File: config.mk
export PLATFORM = sky130hd
export DESIGN_NAME = time_of_day_calendar_clock
export DESIGN_NICKNAME = d
export VERILOG_FILES = /design/src/rtl/core/todcc_pkg.sv /design/src/rtl/core/time_of_day_calendar_clock.sv
export VERILOG_INCLUDE_DIRS = /design/src /design/src/rtl/core
export SDC_FILE = /design/constraint.sdc
export NUM_CORES = 1
export LEC_CHECK = 0
export BUFFER_PORTS_ARGS = -buffer_cell sky130_fd_sc_hd__buf_2
export CORE_MARGIN = 5
export CORE_UTILIZATION = 50
export CTS_CLUSTER_DIAMETER = 150
export DETAILED_ROUTE_END_ITERATION = 8
export PLACE_DENSITY = 0.74
export SETUP_SLACK_MARGIN = 0.05
export SYNTH_ARGS = -nofsm -noshare
export SYNTH_HDL_FRONTEND = slang
export SYNTH_SLANG_ARGS = --single-unit
File: constraint.sdc
create_clock -name clk -period 7.9 [get_ports clk]
set_clock_uncertainty 0.2 [all_clocks]
set_input_delay 0 -clock clk [delete_from_list [all_inputs] [get_ports clk]]
set_output_delay 0 -clock clk [all_outputs]
set_load 0.05 [all_outputs]
File: src/rtl/core/assert_macros.svh
// Assertion macros shared by the RTL files that carry concurrent checks.
`ifndef ASSERT_MACROS_SVH
`define ASSERT_MACROS_SVH

// Plain property, sampled on clk and switched off while arst_n is low.
`define ASSERT_CLK(lbl, prop, msg) \
	lbl: assert property (@(posedge clk) disable iff (!arst_n) (prop)) else $error(msg);

// Implication: when ante holds, cons must hold at the next clock.
`define ASSERT_NEXT(lbl, ante, cons, msg) \
	lbl: assert property (@(posedge clk) disable iff (!arst_n) (ante) |=> (cons)) else $error(msg);

`endif

File: src/rtl/core/todcc_pkg.sv
// Package with the transaction types, action codes and calendar helpers of the clock.
`timescale 1ns / 1ps
`default_nettype none

package todcc_pkg;

	localparam logic [2:0] ACT_TICK     = 3'd0;
	localparam logic [2:0] ACT_SET_24H  = 3'd1;
	localparam logic [2:0] ACT_SET_12H  = 3'd2;
	localparam logic [2:0] ACT_SET_DATE = 3'd3;
	localparam logic [2:0] ACT_READ     = 3'd4;

	localparam logic [0:0] REG_RUN_ENABLE = 1'd0;

	localparam logic [5:0]  SEC_RESET   = 6'd0;
	localparam logic [5:0]  MIN_RESET   = 6'd0;
	localparam logic [4:0]  HOUR_RESET  = 5'd12;
	localparam logic [4:0]  DAY_RESET   = 5'd1;
	localparam logic [3:0]  MONTH_RESET = 4'd1;
	localparam logic [15:0] YEAR_RESET  = 16'd2009;

	localparam logic [6:0] SECS_PER_MIN  = 7'd60;
	localparam logic [6:0] MINS_PER_HOUR = 7'd60;
	localparam logic [5:0] HOURS_PER_DAY = 6'd24;
	localparam logic [4:0] NOON          = 5'd12;
	localparam logic [4:0] MONTHS        = 5'd12;

	// Month lengths, indexed by month; months 0 and 13 to 15 have no days.
	localparam logic [4:0] MONTH_LEN [16] = '{
		5'd0, 5'd31, 5'd28, 5'd31, 5'd30, 5'd31, 5'd30, 5'd31,
		5'd31, 5'd30, 5'd31, 5'd30, 5'd31, 5'd0, 5'd0, 5'd0
	};
	localparam logic [3:0] FEBRUARY = 4'd2;

	// A 16-bit value is a multiple of 25 exactly when its product with the
	// inverse of 25 modulo 2^16 falls at or below floor(65535 / 25).
	localparam logic [15:0] DIV25_INV   = 16'd23593;
	localparam logic [15:0] DIV25_LIMIT = 16'd2621;

	typedef struct packed {
		logic [2:0]  action;
		logic [5:0]  new_second;
		logic [5:0]  new_minute;
		logic [4:0]  new_hour;
		logic        new_is_pm;
		logic [4:0]  new_day;
		logic [3:0]  new_month;
		logic [15:0] new_year;
	} req_t;

	typedef struct packed {
		logic [5:0]  sec_now;
		logic [5:0]  min_now;
		logic [4:0]  hour_full;
		logic [3:0]  hour_half;
		logic        is_afternoon;
		logic [4:0]  day_now;
		logic [3:0]  month_now;
		logic [15:0] year_now;
	} rsp_t;

	// Gregorian leap year: divisible by 4, and not by 100 unless by 400.
	// With divisibility by 4 given, 100 reduces to 25 and 400 to 16.
	function automatic logic is_leap(input logic [15:0] year);
		logic [15:0] prod;
		prod = 16'(year * DIV25_INV);
		return (year[1:0] == 2'd0) && ((prod > DIV25_LIMIT) || (year[3:0] == 4'd0));
	endfunction

	function automatic logic [4:0] month_days(input logic [3:0] month, input logic leap);
		logic [4:0] len;
		len = MONTH_LEN[month];
		if (month == FEBRUARY && leap) begin
			len = len + 5'd1;
		end
		return len;
	endfunction

endpackage

`default_nettype wire

File: src/rtl/core/time_of_day_calendar_clock.sv
// Top level of the time-of-day and calendar clock with its APB register port.
// Usage:
//   Requests arrive on req_valid / req_ready / req. Each transaction carries an
//   action: tick, set time in 24-hour form, set time in 12-hour form, set date,
//   or read only (unused action codes also read only). A tick advances the time
//   by one second, carrying into the date, only while run_enable is set.
//   Every request produces exactly one response on rsp_valid / rsp_ready / rsp,
//   holding the time (24-hour and 12-hour with an afternoon flag) and the date
//   as they stand after that request.
// Timing and throughput:
//   The response is presented in the cycle after the request is taken. One request is taken
//   every cycle unless an untaken response holds it back, as the carry chain and leap-year test are combinational.
// Stalls:
//   The response register is the only buffer. While it holds a response that
//   has not been taken, req_ready is low; it rises in the cycle the response
//   is taken, so a new request can enter in that same cycle.
// Reset:
//   arst_n clears the response valid flag and loads 12:00:00 on 1 January 2009
//   with the clock stopped (run_enable low).
// Register: run_enable at byte address 0, written through the APB port.
`timescale 1ns / 1ps
`default_nettype none

module time_of_day_calendar_clock
	import todcc_pkg::*;
(
	input  wire logic        clk,
	input  wire logic        arst_n,

	input  wire logic        req_valid,
	output logic             req_ready,
	input  wire req_t        req,

	output logic             rsp_valid,
	input  wire logic        rsp_ready,
	output rsp_t             rsp,

	input  wire logic        psel,
	input  wire logic        penable,
	input  wire logic        pwrite,
	input  wire logic [2:0]  paddr,
	input  wire logic [31:0] pwdata,
	output logic [31:0]      prdata,
	output logic             pready
);

	`include "assert_macros.svh"

	// Time and date registers.
	logic [5:0]  sec_q;
	logic [5:0]  min_q;
	logic [4:0]  hour_q;
	logic [4:0]  day_q;
	logic [3:0]  month_q;
	logic [15:0] year_q;
	logic        run_q;

	// Response register.
	logic        rsp_valid_q;
	rsp_t        rsp_q;

	logic        req_fire;
	logic        cfg_write;

	// Tick arithmetic, widened by one bit so that wrap tests see the carry.
	logic [6:0]  sec_inc;
	logic [6:0]  min_inc;
	logic [5:0]  hour_inc;
	logic [5:0]  day_inc;
	logic [4:0]  month_inc;
	logic        sec_wrap;
	logic        min_wrap;
	logic        hour_wrap;
	logic        day_wrap;
	logic        month_wrap;
	logic [4:0]  month_len;
	logic [4:0]  hour_12h_set;

	logic [5:0]  sec_d;
	logic [5:0]  min_d;
	logic [4:0]  hour_d;
	logic [4:0]  day_d;
	logic [3:0]  month_d;
	logic [15:0] year_d;
	logic [3:0]  half_d;

	// Packed views of the clock and of the response, and the requests the checks look at.
	logic [41:0] clock_state;
	logic [41:0] rsp_state;
	logic        stopped_tick;
	logic        read_fire;

	assign req_ready = !rsp_valid_q || rsp_ready;
	assign req_fire  = req_valid && req_ready;
	assign rsp_valid = rsp_valid_q;
	assign rsp       = rsp_q;

	// The APB port never waits; a write lands in the access phase.
	assign pready    = 1'b1;
	assign cfg_write = psel && penable && pwrite && pready;
	assign prdata    = (paddr[2] == REG_RUN_ENABLE) ? {31'd0, run_q} : 32'd0;

	always_ff @(posedge clk or negedge arst_n) begin
		if (!arst_n) begin
			run_q <= 1'b0;
		end else if (cfg_write && paddr[2] == REG_RUN_ENABLE) begin
			run_q <= pwdata[0];
		end
	end

	// The carry chain of a one-second advance. Out-of-range stored values
	// (set without checks) wrap on the next carry, time to 0, day/month to 1,
	// and months outside 1 to 12 have no days, so a day carry rolls the month over.
	always_comb begin
		sec_inc    = {1'b0, sec_q} + 7'd1;
		min_inc    = {1'b0, min_q} + 7'd1;
		hour_inc   = {1'b0, hour_q} + 6'd1;
		day_inc    = {1'b0, day_q} + 6'd1;
		month_inc  = {1'b0, month_q} + 5'd1;
		month_len  = month_days(month_q, is_leap(year_q));
		sec_wrap   = sec_inc >= SECS_PER_MIN;
		min_wrap   = min_inc >= MINS_PER_HOUR;
		hour_wrap  = hour_inc >= HOURS_PER_DAY;
		day_wrap   = day_inc > {1'b0, month_len};
		month_wrap = month_inc > MONTHS;

		// 12 AM is hour 0 and 12 PM is hour 12; the sum keeps five bits.
		hour_12h_set = (req.new_hour == NOON) ? 5'd0 : req.new_hour;
		if (req.new_is_pm) begin
			hour_12h_set = hour_12h_set + NOON;
		end

		sec_d   = sec_q;
		min_d   = min_q;
		hour_d  = hour_q;
		day_d   = day_q;
		month_d = month_q;
		year_d  = year_q;

		case (req.action)
			ACT_TICK: begin
				if (run_q) begin
					sec_d = sec_wrap ? 6'd0 : sec_inc[5:0];
					if (sec_wrap) begin
						min_d = min_wrap ? 6'd0 : min_inc[5:0];
						if (min_wrap) begin
							hour_d = hour_wrap ? 5'd0 : hour_inc[4:0];
							if (hour_wrap) begin
								day_d = day_wrap ? 5'd1 : day_inc[4:0];
								if (day_wrap) begin
									month_d = month_wrap ? 4'd1 : month_inc[3:0];
									if (month_wrap) begin
										year_d = year_q + 16'd1;
									end
								end
							end
						end
					end
				end
			end
			ACT_SET_24H: begin
				sec_d  = req.new_second;
				min_d  = req.new_minute;
				hour_d = req.new_hour;
			end
			ACT_SET_12H: begin
				sec_d  = req.new_second;
				min_d  = req.new_minute;
				hour_d = hour_12h_set;
			end
			ACT_SET_DATE: begin
				day_d   = req.new_day;
				month_d = req.new_month;
				year_d  = req.new_year;
			end
			default: begin
			end
		endcase

		// Twelve-hour view: midnight shows as 12, afternoon hours drop by 12.
		if (hour_d == 5'd0) begin
			half_d = 4'd12;
		end else if (hour_d > NOON) begin
			half_d = 4'(hour_d - NOON);
		end else begin
			half_d = hour_d[3:0];
		end
	end

	always_ff @(posedge clk or negedge arst_n) begin
		if (!arst_n) begin
			sec_q   <= SEC_RESET;
			min_q   <= MIN_RESET;
			hour_q  <= HOUR_RESET;
			day_q   <= DAY_RESET;
			month_q <= MONTH_RESET;
			year_q  <= YEAR_RESET;
		end else if (req_fire) begin
			sec_q   <= sec_d;
			min_q   <= min_d;
			hour_q  <= hour_d;
			day_q   <= day_d;
			month_q <= month_d;
			year_q  <= year_d;
		end
	end

	always_ff @(posedge clk or negedge arst_n) begin
		if (!arst_n) begin
			rsp_valid_q <= 1'b0;
		end else if (req_fire) begin
			rsp_valid_q <= 1'b1;
		end else if (rsp_ready) begin
			rsp_valid_q <= 1'b0;
		end
	end

	// Response payload needs no reset; it is only looked at while valid.
	always_ff @(posedge clk) begin
		if (req_fire) begin
			rsp_q.sec_now      <= sec_d;
			rsp_q.min_now      <= min_d;
			rsp_q.hour_full    <= hour_d;
			rsp_q.hour_half    <= half_d;
			rsp_q.is_afternoon <= hour_d >= NOON;
			rsp_q.day_now      <= day_d;
			rsp_q.month_now    <= month_d;
			rsp_q.year_now     <= year_d;
		end
	end

	assign clock_state  = {sec_q, min_q, hour_q, day_q, month_q, year_q};
	assign rsp_state    = {rsp_q.sec_now, rsp_q.min_now, rsp_q.hour_full,
		rsp_q.day_now, rsp_q.month_now, rsp_q.year_now};
	assign stopped_tick = req_fire && req.action == ACT_TICK && !run_q;
	assign read_fire    = req_fire && req.action == ACT_READ;

	// The response always mirrors the state the request has just left behind.
	`ASSERT_NEXT(a_rsp_matches_state, req_fire, rsp_valid_q && rsp_state == clock_state, "stale response")

	// A tick with the clock stopped leaves every time and date register alone.
	`ASSERT_NEXT(a_stopped_tick, stopped_tick, $stable(clock_state), "stopped tick moved the clock")

	// A read-only request changes nothing.
	`ASSERT_NEXT(a_read_holds, read_fire, $stable(clock_state), "read request changed the clock")

	// A pending response that is not taken must not be overwritten by a new request.
	`ASSERT_CLK(a_no_overwrite, !(req_fire && rsp_valid_q && !rsp_ready), "response overwritten")

endmodule

`default_nettype wire
==> results by stage <==
Drt:
- The routed length per placed instance is about 17 um.
- After detailed routing, the number of vias per cell comes to 5.69.
- The total via count after detailed routing is 6843.
- The starting DRC count in detailed routing is 529.
- The remaining antenna violation count is 0.
- After detailed routing, the number of remaining DRC violations is 0.
- The total length of routed wires is 20300 um.
- The first TritonRoute pass finished after 5 iterations.

Floorplan:
- Once the floorplan was initialized, standard cells occupied between 50% and 60% of the core.
- The die covers 0.0183 mm2.
- The floorplan row count is 45.
- The die extent in y is 135 um.
- The die is 135 um wide.
- The area of the core is between 0.015 and 0.02 mm2.
- Pin placement for this block handled 170 I/O pins.

Synthesis:
- Among all flip-flop cells after synthesis, the most frequent one is sky130_fd_sc_hd__edfxtp_1.
- The cell area after technology mapping is 0.00786 mm2.
- The post-synthesis sequential area ratio is about a third.
- The number of warnings printed during yosys synthesis is 0.
- The number of enable flip-flop cells after synthesis is 47.
- In the synthesized netlist the async set-or-reset flop fraction comes to 48.4%.
- Summed over its instances, the top area cell type makes up 18.0% of the synthesized netlist area.
- Yosys attributes the largest share of cell area to sky130_fd_sc_hd__edfxtp_1, sky130_fd_sc_hd__ha_1, sky130_fd_sc_hd__dfrtp_1, sky130_fd_sc_hd__fa_1, sky130_fd_sc_hd__nand2_1.
- The count of unique library cells instantiated by Yosys is 79.
- Counting every instance in the synthesized netlist gives 860.
- A synthesized cell averages 9.14 um2.
- The cell type contributing the most total cell area after synthesis is sky130_fd_sc_hd__edfxtp_1.
- The synthesized design contains 91 register bits.

Global route:
- The number of global-route vias before repair came to between 6000 and 7000.
- Entering global routing, the biggest net connects between 40 and 50 pins.
- The wire length of the first global-routing pass is around 32000 um.
- The total global-route track usage is 22.0%.
- For this run the aggregate overflow at the end of global routing stands at 0.
- The number of antenna violations at the first check in global routing was 0.

Timing:
- The shortest clock period the worst path allows after layout is 7.21 ns.
- The slew of the pin with the lowest slew margin is 1.12 ns.
- The sum of negative setup slack is 0 ns.
- The highest clock rate is between 0.1 and 0.15 GHz.
- The final number of max-transition violations came to 0.
- The final setup violation count is 0.
- Setup slack closes at slightly below 0.7 ns.
- The headroom to the max-slew limit is 25.1%.
- Setup repair after global routing left no endpoint under its margin.
- Dividing the final minimum period by the clock period gives 91.3%.
- Across all hold checks on the routed design, the worst slack comes to 0.0171 ns.
- The number of hold violations in the final report is 0.

Setup path:
- At the worst endpoint, the arrival time is just over 7 ns.
- The element type at the critical path end is a flip-flop.
- The worst setup path category is reg -> reg.
- The maximum fanout count along the critical path is 14.
- The data required time of the worst path is 7.79 ns.
- The category of the worst setup path launch point is a flip-flop.
- The cell with the biggest individual delay on the critical path is sky130_fd_sc_hd__dfstp_2.
- The delay of the slowest cell on the worst path is 0.64 ns.
- The buffering stage count on the worst path with inverters included is 5.
- The kind of cell adding the most delay to the critical path is adder cells.
- Counting stages on the worst path, the most repeated cell is sky130_fd_sc_hd__ha_1.

CTS:
- The CTS tree is done.
- CTS placed an instance of sky130_fd_sc_hd__clkbuf_16 at the clock tree root.
- Counting along the longest clock path gives a buffer depth of 2.
- The H-tree depth is 3.
- The CTS buffer count is 9.
- The post-CTS setup repair buffer count is 0.
- For this design, the sink count on the clock tree is 91.
- The clock transition at the registers of the reported paths is around 0.07 ns.
- The later pin in the worst-skew pair is clocked with a latency of 0.36 ns.

Final layout:
- The post-route netlist has around 17% of its cells at a drive strength greater than 1.
- In the layout the commonest cells are sky130_fd_sc_hd__buf_2, sky130_fd_sc_hd__nand2_1, sky130_fd_sc_hd__ha_1.
- After routing the design area is about 0.0092 mm2.
- The growth of design area from synthesis to finish is 17.0%.
- The antenna diode count is 0.
- The library cell used most frequently in the layout, excluding fill and tap cells, is sky130_fd_sc_hd__buf_2.
- The number of nets at the end of the flow is 1175.

Place:
- The weighted congestion at the end of routability-driven global placement is 0.860.
- The count of buffers inserted at the top-level ports is 104.
- Summing all placed instances gives a cell area of 0.00842 mm2.
- The HPWL after detailed placement is 14200 um.
- Before CTS, the worst setup slack after placement is 0.595 ns.

Run status:
- The run finished with clean final reports.

Hold path:
- The worst hold path belongs to the class in -> reg.

Pwr:
- The maximum vdd drop is 0.320 mV.
- The standby leakage power is just over 4 nW.
- The total power divided by cell area is 440 mW/mm2.

Flow run:
- The tool flagged a number of max-cap violations equal to 0.
logic make-up after synthesis:
family | after synthesis | share of synthesized area [%]
xor gates and xnor gates | 26 | 2.90
buffers and inverters | 136 | 8.22
other | 2 | 0.0956
muxes | 27 | 3.60
and+or+nand+nor | 247 | 15.9
DFF | 91 | 32.2
adders and majority gates | 101 | 17.8
AOI/OAI and AO/OA | 230 | 19.3
per-layer routing:
| metal | routed length (um) | GRT usage [%] | up-vias |
|---|---|---|---|
| met5 | 0 | 0 | - |
| met4 | 376 | 7.17 | 0 |
| met3 | 1460 | 3.27 | 30 |
| met2 | 9260 | 35.2 | 266 |
| met1 | 9240 | 30.8 | 3219 |
| li1 | - | - | 3328 |
repair_timing:
action	in CTS	in global routing
hold buffers	45	0
endpoints found under the hold margin	120	0
setup endpoints to repair	0	1
gates resized for setup	0	1
registers in the layout, summed over array words and instances, names as in the netlist:
| name | cells |
|---|---|
| rsp | 47 |
| year_q | 16 |
| min_q | 6 |
| sec_q | 6 |
| day_q | 5 |
| hour_q | 5 |
| month_q | 4 |
| rsp_valid | 1 |
| run_q | 1 |
power breakdown:
part	internal, mW	leakage (nW)	total (mW)	switching, mW
Combinational	1.25	3.01	2.78	1.53
Clock	0.257	0.151	0.459	0.201
Sequential	0.634	0.960	0.801	0.167
metrics by stage:
stage                     power (mW)  cells  util (%)
after detailed placement        3.51   1141      55.0
after global placement          3.45   1141      55.0
after floorplan                 2.99    890         -
after CTS                       4.03   1202      60.0
final                           4.04   1202      60.0
after global routing            4.52   1202      60.0
cell usage after synthesis (all sizes together) (4+ instances only):
library cell   n
nor3b          7
fa            18
mux2i         17
nand3         23
nor2          56
clkbuf        35
and2           5
nand2         86
nor3           8
or3            5
a221o          6
dfstp         12
o21bai         4
nor4           9
ha            83
a21oi         39
xnor2         20
and3          14
a31oi          7
edfxtp        47
mux2          10
a22o           5
dfrtp         32
xor2           6
nor2b          4
o311ai         4
o211ai        12
o21ai         78
a21o           4
nand4          7
inv           61
nand2b         5
o21a           6
o31ai          6
buf           40
a32oi          5
a22oi         22
cell type report:
| type | instances | area, um2 |
|---|---|---|
| fill | 1342 | 6120 |
| clock inverter | 6 | 71.3 |
| clock buffer | 10 | 239 |
| inverter | 61 | 229 |
| multi-input combinational | 663 | 4810 |
| tap | 211 | 264 |
| timing repair buffer | 160 | 1050 |
| sequential | 91 | 2530 |
worst reg2reg max path, stage by stage, from the launching register on:
cell and delay [ns]:
sky130_fd_sc_hd__dfstp_2 0.64, sky130_fd_sc_hd__inv_1 0.09, sky130_fd_sc_hd__ha_1 0.29, sky130_fd_sc_hd__ha_1 0.27
sky130_fd_sc_hd__inv_1 0.05, sky130_fd_sc_hd__fa_1 0.51, sky130_fd_sc_hd__fa_1 0.54, sky130_fd_sc_hd__inv_1 0.05
sky130_fd_sc_hd__fa_1 0.48, sky130_fd_sc_hd__ha_1 0.31, sky130_fd_sc_hd__ha_1 0.34, sky130_fd_sc_hd__a21oi_1 0.16
sky130_fd_sc_hd__o21ai_0 0.12, sky130_fd_sc_hd__xnor2_1 0.16, sky130_fd_sc_hd__nand3_1 0.10, sky130_fd_sc_hd__o2111ai_2 0.37
sky130_fd_sc_hd__mux2i_1 0.25, sky130_fd_sc_hd__ha_1 0.26, sky130_fd_sc_hd__nor2b_1 0.14, sky130_fd_sc_hd__o31ai_1 0.22
sky130_fd_sc_hd__a21oi_1 0.16, sky130_fd_sc_hd__o21ai_1 0.15, sky130_fd_sc_hd__buf_4 0.19, sky130_fd_sc_hd__nor3_1 0.06
sky130_fd_sc_hd__buf_4 0.22, sky130_fd_sc_hd__and2_1 0.26, sky130_fd_sc_hd__a32oi_1 0.27, sky130_fd_sc_hd__nand2_1 0.10
path summary, 6_finish.rpt:
check                                           start                     end  slack [ns]  cells after the start
max in group asynchronous                      arst_n  month_q[1]$_DFFE_PN0P_        6.95                      3
worst max-delay path            year_q[3]$_DFFE_PN1P_        rsp[6]$_DFFE_PP_        0.69                     27
worst min register to register  hour_q[2]$_DFFE_PN1P_   hour_q[2]$_DFFE_PN1P_        0.33                      2
worst min-delay path                          req[42]       rsp[46]$_DFFE_PP_        0.02                      5
worst max register to register  year_q[3]$_DFFE_PN1P_        rsp[6]$_DFFE_PP_        0.69                     27
min in group asynchronous                      arst_n    min_q[5]$_DFFE_PN0P_        0.10                      3
Note: power is estimated with default switching activity, not from simulation.
